## src/design/ccec_ram.sv

```systemverilog
// generic single-port-write ram with registered read
// no dependencies
module ccec_ram #(
  parameter int WIDTH = 8,
  parameter int DEPTH = 16
) (
  input  logic                     clk,
  input  logic                     we,
  input  logic [$clog2(DEPTH)-1:0] waddr,
  input  logic [WIDTH-1:0]         wdata,
  input  logic [$clog2(DEPTH)-1:0] raddr,
  output logic [WIDTH-1:0]         rdata
);
  logic [WIDTH-1:0] mem [DEPTH];
  always_ff @(posedge clk) begin
    if (we) mem[waddr] <= wdata;
    rdata <= mem[raddr];
  end
endmodule

```

## config.mk

```make
export PLATFORM = sky130hd
export DESIGN_NAME = ccec_ram
export DESIGN_NICKNAME = d
export VERILOG_FILES = /design/src/design/ccec_ram.sv
export SDC_FILE = /design/constraint.sdc
export NUM_CORES = 1
export LEC_CHECK = 0
export ABC_AREA = 1
export ABC_CLOCK_PERIOD_IN_PS = 1100
export BUFFER_PORTS_ARGS = -buffer_cell sky130_fd_sc_hd__buf_2
export CAP_MARGIN = 10
export CORE_MARGIN = 10
export CORE_UTILIZATION = 55
export CTS_CLUSTER_SIZE = 40
export DETAILED_ROUTE_END_ITERATION = 16
export GPL_ROUTABILITY_DRIVEN = 0
export PLACE_DENSITY = 0.75
export SYNTH_ARGS = -nofsm -noshare
export SYNTH_HDL_FRONTEND = slang
export SYNTH_SLANG_ARGS = --single-unit
```

## constraint.sdc

```tcl
create_clock -name clk -period 1.1 [get_ports clk]
set_input_delay 0.22 -clock clk [delete_from_list [all_inputs] [get_ports clk]]
set_output_delay 0.22 -clock clk [all_outputs]
set_load 0.02 [all_outputs]
```

==> results of run 1 <==
## routing by layer
metal | routed length [um] | up-vias
met5 | 0 | -
met4 | 372 | 0
met3 | 1143 | 31
met2 | 6407 | 198
met1 | 5180 | 1892
li1 | - | 1879
## power by group through the flow
stage	logic, mW	clock network (mW)	registers [mW]
floorplan	0.412	0	5.97
global placement	0.763	0	5.93
detailed placement	0.782	0	5.93
CTS	0.834	5.66	5.84
global route	0.914	5.88	5.85
finish	0.835	5.59	5.84
## kinds of logic after synthesis
group / share of synthesized area (%)
flops: 69.43
buf+inv: 9.525
simple gates: 21.05
## layout by cell type (no fill, tap or decap)
cell	count
inv_1	100
buf_6	8
bufinv_16	3
clkbuf_16	16
nor2_1	12
clkbuf_8	4
clkinv_2	3
buf_2	17
nor2_2	5
nand2_1	173
buf_4	25
dfxtp_2	8
buf_12	8
nand3_1	97
nand3b_1	2
inv_2	2
edfxtp_1	128
clkinvlp_4	2
clkbuf_1	4
## cell type report
type                    instances  area [um^2]  share of cell area (%)
clock buffers                  24        470.5                   6.812
clock inverters                 8        120.1                   1.739
inverters                     102        382.9                   5.543
multi-input cells             289         1226                   17.75
flip-flops and latches        136         4014                   58.12
well taps                     136        170.2                   2.464
repair buffers                 58        523.0                   7.572
## repair_timing
item | CTS | global route
resized for setup | 24 | 0
setup buffers | 0 | 0
setup endpoints to repair | 8 | 8
pin swaps | 0 | 0
cloned | 0 | 0
## state kept, by name (all words and copies together), names as in the netlist
signal	cells
rdata	8
mem	128
## how the worst max path moves through the flow
| stage | to | cells after the start |
|---|---|---|
| 4_1_cts | rdata[4] | 1 |
| 3_5_place_dp | rdata[3] | 7 |
| 2_1_floorplan | mem[11][0] | 2 |
| 6_report | rdata[4] | 1 |
| 5_1_grt | rdata[4] | 1 |
| 3_3_place_gp | rdata[4] | 8 |
==> key figures, run 1 <==
Status
  • Status: finished, violations left
  • Failing checks: setup timing

Power
  • Reg power frac: 47.6%
  • Part of the power in combinational logic: 6.8%
  • LEAKAGE: 3.017 nW
  • VDD IR max: 1173 uV
  • P per Cell Area: 1777 nW/um^2
  • P_int: 9.716 mW
  • Power Total: 12.27 mW
  • Clock Power Share: 45.6%
  • Net Sw Power: 2.558 mW
  • Sw frac: 20.84%

STA
  • Tcrit/Tclk final: 109.5%
  • Setup-failing EPs final: 8
  • Final WS setup: -0.1046 ns
  • Hold_ws: 0.09545 ns
  • Tmin final: 1.205 ns
  • RSZ-0062 raised after global routing: true
  • Slew @ Worst Pin: 0.3819 ns
  • Setup TNS: -0.7112 ns
  • Pins Over Slew Limit: 0
  • Fin Clk Skew: 0.007047 ns
  • Slew margin rel.: 74.51%
  • Max Fclk: 830.1 MHz
  • Hold Vio Cnt, Final: 0

Yosys
  • Post-Syn Area: 5767 um^2
  • Post-synth top area share: 66.65%
  • Syn Inst Count: 551
  • Syn nets: 569
  • Post-synthesis sequential area ratio: 69.43%
  • Distinct cell type count after synthesis: 12
  • Synthesized area per cell: 10.47 um^2
  • Synthesis Warnings: 0
  • Number of flops mapped to enable cells by yosys: 128
  • Largest cells by area after synthesis: edfxtp_1 (67%), nand2_1 (11%), nand3_1 (8.4%)
  • Yosys top cell by area: edfxtp_1
  • Most common cell in the netlist: nand2_1
  • Synth top cells by count: nand2_1 (173), edfxtp_1 (128), inv_1 (100), nand3_1 (97), nor2_1 (17)
  • Post-synth ARST share: 0%
  • #FFs+latches synth: 136
  • Synth Flop Type: edfxtp_1

Worst setup path
  • Slowest CP cell: dfxtp_2
  • Reg2reg setup slack: 0.05 ns
  • Crit path buf inv count: 1
  • Crit end category: output pin
  • Critical Path AT: 0.98 ns
  • FF-to-FF End: rdata[3]
  • CP delay by family, top: flip-flops
  • Worst R2R Path Depth: 6
  • Largest stage delay, worst path: 0.34 ns
  • Data required, critical path: 0.88 ns
  • Critical path peak fanout: 1
  • CP cell instances: buf_6
  • Critical Path Start: rdata[4]
  • RR Startpoint: mem[5][3]
  • Crit Path Class: flip-flop to output pin
  • Startpoint types: flip-flop

Floorplanning
  • Die footprint: 14980 um^2
  • Initial Util: 56.11%
  • Boundary pin count: 26
  • Die width: 122.4 um
  • Die H: 122.4 um
  • # rows: 37
  • CORE AREA: 10280 um^2

Placement
  • Port Buffer Count: 25
  • Dpl hpwl: 8.192 mm
  • Placed Cells: 721
  • Post-DP Area: 6256 um^2
  • Placement Setup Slack: -0.1749 ns

Worst hold path
  • Hold path startpoint: wdata[1]
  • WHS Endpoint: mem[10][1]
  • HP Class: primary input to flip-flop
  • Worst hold path cell count: 1

Clock network
  • Clk_lat worst skew: 0.53 ns
  • Clk root buf: clkbuf_8
  • CTS tree: done
  • CTS Buf Count: 17
  • Clock transition at path regs: 0.06 ns
  • H-tree Lvls: 4
  • Clock Tree Buf Depth: 2
  • Hold-fix buffers, CTS: 0
  • CTS Sinks: 136

Layout
  • Layout cells sized above 1: 16.37%
  • Fillers: 735
  • Final nets: 622
  • Final Instance Count excl. Fillers: 753
  • # diodes: 0
  • Fin util: 67.20%
  • Area growth syn-to-layout: 19.77%
  • Finished Cell Area: 6907 um^2

Drt
  • Via count: 4000
  • Antenna-violating nets left: 0
  • Routed WL: 13.10 mm
  • WL/cell: 17.40 um
  • DRT iter0 DRCs: 464
  • TritonRoute pass-1 iters: 5
  • Vias per inst: 5.312
  • Detailed-route DRC error count: 0

Global routing
  • Global-route wire length before repair: 20.74 mm
  • Remaining Overflow, GRT: 0
  • GRT met2 Usage: 30.45%
  • Initial antenna violation count: 0
  • Vias in the first global route: 3938
  • Met1 usage: 22.46%
  • GR Util met3: 5.693%
  • Total GRT Usage: 18.47%
  • Grt peak-use layer: met2
  • Largest net degree at the start of global routing: 65

Job
  • Max cap viols: 0
No activity file was read; power rests on OpenSTA's default activity.
==> run 2, diff against run 1 <==
--- a/config.mk
+++ b/config.mk
@@ -15,6 +15,7 @@
 export DETAILED_ROUTE_END_ITERATION = 16
 export GPL_ROUTABILITY_DRIVEN = 0
 export PLACE_DENSITY = 0.75
+export SETUP_SLACK_MARGIN = 0.05
 export SYNTH_ARGS = -nofsm -noshare
 export SYNTH_HDL_FRONTEND = slang
 export SYNTH_SLANG_ARGS = --single-unit
==> key figures, run 2 (synthesized netlist as in run 1, its figures left out) <==
Layout
  • Largest registers: mem: 128 flops, rdata: 8 flops
  • Final Instance Count excl. Fillers: 757 (+0.53%)
  • Most frequent cells in the layout: nand2_1 (170), edfxtp_1 (128), inv_1 (100)
  • Finished Cell Area: 7086 um^2 (+2.6%)
  • Final nets: 626 (+0.64%)
  • Most common cell after layout, fill and taps aside: nand2_1
  • Max reg flops: 128 (unchanged)
  • # diodes: 0 (unchanged)
  • Biggest register: mem
  • Fillers: 725 (-1.4%)
  • Reg area: 4014 um^2 (unchanged)
  • Area growth syn-to-layout: 22.87%
  • Multi-input logic area: 1301 um^2 (+6.1%)
  • Layout cells sized above 1: 19.81% (+3.4 points)

Clock network
  • H-tree Lvls: 4 (unchanged)
  • Clk_lat worst skew: 0.52 ns (about the same)
  • Clock Tree Buf Depth: 2 (unchanged)
  • CTS tree: done
  • Clock transition at path regs: 0.06 ns (about the same)
  • CTS Sinks: 136 (unchanged)
  • Clk root buf: clkbuf_8
  • CTS Buf Count: 17 (unchanged)

Global routing
  • Largest net degree at the start of global routing: 42 (-35%)
  • Total GRT Usage: 19.06% (+0.59 points)
  • Global-route wire length before repair: 21.22 mm (+2.3%)
  • Vias in the first global route: 3918 (-0.51%)
  • Remaining Overflow, GRT: 0 (unchanged)
  • Initial antenna violation count: 0 (unchanged)

Worst hold path
  • HP Class: primary input to flip-flop

Worst setup path
  • Crit path to: rdata[4]
  • Critical path peak fanout: 1 (unchanged)
  • Data required, critical path: 0.88 ns (about the same)
  • Worst R2R Path Depth: 6 (unchanged)
  • Largest stage delay, worst path: 0.33 ns (about the same)
  • Crit Path Class: flip-flop to output pin
  • CP delay by family, top: flip-flops
  • Reg2reg setup slack: 0.08 ns (+0.03 ns)
  • Critical Path AT: 0.97 ns (about the same)
  • Crit end category: output pin
  • Crit path buf inv count: 1 (unchanged)
  • RR Startpoint: mem[10][7]
  • Critical Path Start: rdata[4]
  • FF-to-FF End: rdata[7]
  • Slowest CP cell: dfxtp_2
  • WP depth: 1 (unchanged)
  • CP cell instances: buf_6
  • Startpoint types: flip-flop

STA
  • Hold_ws: 0.1228 ns (+0.02733 ns)
  • Tcrit/Tclk final: 108.3% (-1.2 points)
  • Fin Clk Skew: 0.006683 ns (-0.0003638 ns)
  • Setup TNS: -0.6508 ns (+0.06044 ns)
  • Tmin final: 1.191 ns (-0.01360 ns)
  • Setup-failing EPs final: 8 (unchanged)
  • Hold Vio Cnt, Final: 0 (unchanged)
  • Slew margin rel.: 71.76% (-2.8 points)
  • RSZ-0062 raised after global routing: true
  • Max Fclk: 839.6 MHz (+1.1%)
  • Final WS setup: -0.09103 ns (+0.01360 ns)
  • Pins Over Slew Limit: 0 (unchanged)
  • Slew @ Worst Pin: 0.4237 ns (+0.04175 ns)

Power
  • Net Sw Power: 2.674 mW (+4.5%)
  • Sw frac: 21.05% (+0.21 points)
  • Clock Power Share: 46.8% (+1.2 points)
  • VDD IR max: 977.1 uV (-17%)
  • Power Total: 12.70 mW (+3.5%)
  • P per Cell Area: 1792 nW/um^2 (+0.86%)
  • Part of the power in combinational logic: 7.2% (+0.4 points)
  • Reg power frac: 46.0% (-1.6 points)
  • P_int: 10.03 mW (+3.2%)
  • LEAKAGE: 3.089 nW (+2.4%)

Job
  • Max cap viols: 0 (unchanged)

Status
  • Failing checks: setup timing
  • Status: finished, violations left

Floorplanning
  • Die footprint: 14980 um^2 (unchanged)
  • # rows: 37 (unchanged)
  • Die H: 122.4 um (unchanged)
  • CORE AREA: 10280 um^2 (unchanged)
  • Boundary pin count: 26 (unchanged)
  • Die width: 122.4 um (unchanged)
  • Initial Util: 56.11% (unchanged)

Drt
  • Via count: 4122 (+3.1%)
  • DRT iter0 DRCs: 563 (+21%)
  • Antenna-violating nets left: 0 (unchanged)
  • WL/cell: 18.33 um (+5.3%)
  • Vias per inst: 5.445 (+2.5%)
  • Routed WL: 13.87 mm (+5.9%)
  • TritonRoute pass-1 iters: 7 (+2)
  • Detailed-route DRC error count: 0 (unchanged)

Placement
  • Dpl hpwl: 8.567 mm (+4.6%)
  • Post-DP Area: 6319 um^2 (+1.0%)
  • Port Buffer Count: 25 (unchanged)
  • Placed Cells: 724 (+0.42%)
## run 2: cell count changes in the layout (fill, tap and decap cells not counted), moves of 2 or more
cell       before  now
nand3_2         0   13
clkbuf_1        4    2
nand2_2         0    3
buf_12          8   11
clkbuf_8        4    1
nand3_1        97   84
nand2_1       173  170
clkinv_4        0    2
bufinv_16       3    5
## run 2: cell type report
type | count | area share (%)
repair buffers | 62 | 8.370
flip-flops and latches | 136 | 56.65
inverters | 102 | 5.403
multi-input cells | 289 | 18.36
well taps | 136 | 2.402
clock buffers | 19 | 5.951
clock inverters | 13 | 2.861
## run 2: per-stage QoR
step	util [%]	setup WS, ns
detailed placement	61.48	-0.1824
finish	68.94	-0.09103
floorplan	-	-0.07083
global route	68.94	-0.1273
CTS	68.29	-0.1175
global placement	61.48	-0.1654
## run 2: power groups by stage
stage	clock network, mW	registers (mW)	logic, mW
6_report	5.94	5.84	0.915
5_1_grt	6.23	5.85	0.991
4_1_cts	6.01	5.84	0.886
3_5_place_dp	0	5.93	0.827
3_3_place_gp	0	5.93	0.806
2_1_floorplan	0	5.97	0.413
## run 2: metal layers
layer	track usage [%]	vias up	share of wire (%)
met2	30.89	254	48
met5	0	-	0
met4	7.732	0	2.4
met3	5.326	38	11
li1	-	1886	-
met1	23.75	1944	39
## run 2: worst reg2reg max path, cell delays in order (launching register included)
cell	delay (ns)
edfxtp_1	0.40
nand2_1	0.09
nand2_1	0.07
nand2_1	0.10
nand3_2	0.10
nand3_2	0.10
nand2_2	0.05
## run 2: repair_timing
action,in CTS,in global routing
endpoints found under the hold margin,1,0
setup endpoints to repair,9,16
pin swaps,0,4
gates resized for setup,25,15
hold buffers,1,0
setup buffers,0,0
## run 2: worst min-delay path by stage
stage,startpoint,end,cells past startpoint
after CTS,wdata[7],mem[10][7],1
after floorplan,wdata[0],mem[0][0],0
after detailed placement,raddr[3],rdata[6],3
final,wdata[7],mem[10][7],1
after global routing,wdata[6],mem[5][6],1
after global placement,raddr[3],rdata[6],3
==> run 3, diff against run 2 <==
--- a/config.mk
+++ b/config.mk
@@ -5,16 +5,15 @@
 export SDC_FILE = /design/constraint.sdc
 export NUM_CORES = 1
 export LEC_CHECK = 0
-export ABC_AREA = 1
 export ABC_CLOCK_PERIOD_IN_PS = 1100
 export BUFFER_PORTS_ARGS = -buffer_cell sky130_fd_sc_hd__buf_2
 export CAP_MARGIN = 10
 export CORE_MARGIN = 10
-export CORE_UTILIZATION = 55
+export CORE_UTILIZATION = 54
 export CTS_CLUSTER_SIZE = 40
 export DETAILED_ROUTE_END_ITERATION = 16
 export GPL_ROUTABILITY_DRIVEN = 0
-export PLACE_DENSITY = 0.75
+export PLACE_DENSITY = 0.74
 export SETUP_SLACK_MARGIN = 0.05
 export SYNTH_ARGS = -nofsm -noshare
 export SYNTH_HDL_FRONTEND = slang
==> key figures, run 3 <==
Clock network
  • Clock transition at path regs: 0.06 ns (about the same)
  • Clk_lat worst skew: 0.52 ns (about the same)
  • CTS tree: done
  • Clock Tree Buf Depth: 2 (unchanged)
  • CTS Buf Count: 17 (unchanged)
  • Setup Fix Bufs, Post-CTS: 0 (unchanged)
  • CTS Sinks: 136 (unchanged)
  • Clk root buf: clkbuf_8
  • Hold-fix buffers, CTS: 0 (-1)
  • H-tree Lvls: 4 (unchanged)

Floorplanning
  • CORE AREA: 9240 um^2 (-10%)
  • Initial Util: 55.71% (-0.40 points)
  • Die width: 117.6 um (-3.9%)
  • Die H: 117.6 um (-3.9%)
  • Die footprint: 13840 um^2 (-7.6%)
  • Boundary pin count: 26 (unchanged)
  • # rows: 35 (-5.4%)

Global routing
  • Global-route wire length before repair: 16.26 mm (-23%)
  • Largest net degree at the start of global routing: 17 (-60%)
  • Total GRT Usage: 15.72% (-3.3 points)
  • Remaining Overflow, GRT: 0 (unchanged)
  • Vias in the first global route: 2739 (-30%)
  • Initial antenna violation count: 0 (unchanged)

Layout
  • Area growth syn-to-layout: 27.54%
  • Biggest register: mem
  • Final Instance Count excl. Fillers: 440 (-42%)
  • Largest registers: mem: 128 flops, rdata: 8 flops
  • # diodes: 0 (unchanged)
  • Most common cell after layout, fill and taps aside: edfxtp_1
  • Reg area: 4013 um^2 (about the same)
  • Final nets: 316 (-50%)
  • Max reg flops: 128 (unchanged)
  • Multi-input logic area: 1146 um^2 (-12%)
  • Layout cells sized above 1: 48.23% (+28 points)
  • Fillers: 509 (-30%)
  • Most frequent cells in the layout: edfxtp_1 (128), mux4_2 (31), buf_12 (19)

Yosys
  • Syn Inst Count: 229 (-58%)
  • Syn nets: 247 (-57%)
  • Post-synthesis sequential area ratio: 77.78% (+8.4 points)
  • Largest cells by area after synthesis: edfxtp_1 (75%), mux4_2 (7.9%), mux4_1 (7.1%)
  • Most common cell in the netlist: edfxtp_1
  • Yosys top cell by area: edfxtp_1
  • Post-Syn Area: 5147 um^2 (-11%)
  • Synthesis Warnings: 0 (unchanged)
  • Distinct cell type count after synthesis: 19 (+7)
  • #FFs+latches synth: 136 (unchanged)
  • Synth Flop Type: edfxtp_1
  • Post-synth top area share: 74.67% (+8.0 points)
  • Synthesized area per cell: 22.48 um^2 (+110%)
  • Synth top cells by count: edfxtp_1 (128), mux4_2 (18), a22oi_1 (16), mux4_1 (14), nor2_1 (13)
  • Post-synth ARST share: 0% (unchanged)
  • Number of flops mapped to enable cells by yosys: 128 (unchanged)

Status
  • Status: finished, violations left
  • Failing checks: setup timing

Drt
  • Detailed-route DRC error count: 0 (unchanged)
  • Antenna-violating nets left: 0 (unchanged)
  • Via count: 2558 (-38%)
  • Routed WL: 10.46 mm (-25%)
  • TritonRoute pass-1 iters: 4 (-3)
  • WL/cell: 23.76 um (+30%)
  • Vias per inst: 5.814 (+6.8%)
  • DRT iter0 DRCs: 286 (-49%)

Worst setup path
  • Startpoint types: flip-flop
  • Worst R2R Path Depth: 3 (-3)
  • Critical path peak fanout: 1 (unchanged)
  • FF-to-FF End: rdata[2]
  • Critical Path Start: mem[3][2]
  • Crit Path Class: flip-flop to flip-flop
  • Reg2reg setup slack: -0.25 ns (-0.33 ns)
  • RR Startpoint: mem[3][2]
  • Critical Path AT: 1.74 ns (+0.77 ns)
  • Data required, critical path: 1.49 ns (+0.61 ns)
  • Crit end category: flip-flop

Placement
  • Dpl hpwl: 6.404 mm (-25%)
  • Placed Cells: 408 (-44%)
  • Port Buffer Count: 25 (unchanged)
  • Placement Setup Slack: -0.5517 ns (-0.3693 ns)

Power
  • VDD IR max: 905.3 uV (-7.3%)
  • P per Cell Area: 1821 nW/um^2 (+1.6%)
  • LEAKAGE: 2.178 nW (-29%)

STA
  • Slew margin rel.: 46.60% (-25 points)
  • Setup-failing EPs final: 16 (+8)
  • Final WS setup: -0.2514 ns (-0.1603 ns)
  • Pins Over Slew Limit: 0 (unchanged)
  • Tcrit/Tclk final: 122.9% (+15 points)
  • Slew @ Worst Pin: 0.7981 ns (+0.3745 ns)
  • Max Fclk: 740.0 MHz (-12%)
  • Hold Vio Cnt, Final: 0 (unchanged)
  • Fin Clk Skew: 0.01051 ns (+0.003828 ns)
  • RSZ-0062 raised after global routing: true
  • Tmin final: 1.351 ns (+0.1603 ns)

Worst hold path
  • HP Class: primary input to flip-flop
  • Worst hold path cell count: 1 (unchanged)
  • WHS Endpoint: mem[6][6]
  • Hold path startpoint: wdata[6]

Job
  • Max cap viols: 0 (unchanged)
run 3: how the worst max path moves through the flow:
stage                     end  slack (ns)
finish               rdata[2]       -0.25
global route         rdata[2]       -0.29
CTS                  rdata[2]       -0.26
detailed placement   rdata[2]       -0.55
global placement     rdata[2]       -0.56
floorplan           mem[0][0]       -0.22
run 3: cells by family after synthesis:
group                  after synthesis  share of synthesized area [%]
flip-flops                         136                          77.78
AO/OA/AOI/OAI                       16                          2.334
buffers and inverters               10                          1.677
multiplexers                        32                          15.02
AND/OR/NAND/NOR                     35                          3.184
run 3: final cells by class:
type	instances	area share, %
clock buffers	18	6.366
repair buffers	60	10.29
multi-input cells	83	17.46
flip-flops and latches	136	61.12
well taps	129	2.459
clock inverters	14	2.306
run 3: routing by layer:
| layer | vias to the layer above | track usage (%) | share of wire, % |
|---|---|---|---|
| met5 | - | 0 | 0 |
| met4 | 0 | 6.105 | 2.3 |
| met3 | 16 | 4.029 | 7.1 |
| met2 | 122 | 25.49 | 52 |
| met1 | 1314 | 19.85 | 38 |
| li1 | 1106 | - | - |
run 3: stage by stage:
stage	hold slack [ns]	util (%)	TNS [ns]	instance area, um^2	power, mW
detailed placement	0.6134	64.04	-32.58	5917	6.641
floorplan	0.3189	-	-11.26	5250	6.314
global placement	0.5987	64.04	-31.19	5917	6.618
CTS	0.07568	71.00	-2.662	6560	12.01
finish	0.08107	71.05	-2.344	6565	11.96
global route	0.08417	71.05	-2.953	6565	12.27
run 3: worst max-delay path, stage by stage, from the launching register on:
cell and delay, ns:
edfxtp_1 0.40, mux4_2 0.52, a22oi_2 0.21, nand2_1 0.09
run 3: power breakdown:
group	total, mW	switching, mW	internal [mW]	leakage (nW)
combinational	0.748	0.393	0.355	0.689
clock	5.36	2.13	3.23	0.265
sequential	5.85	0.0486	5.80	1.22
total	12.0	2.57	9.39	2.18
run 3: repair_timing:
item	4_1_cts	5_1_grt
resized for setup	26	1
hold endpoints to repair	0	0
pin swaps	2	2
setup endpoints to repair	16	16
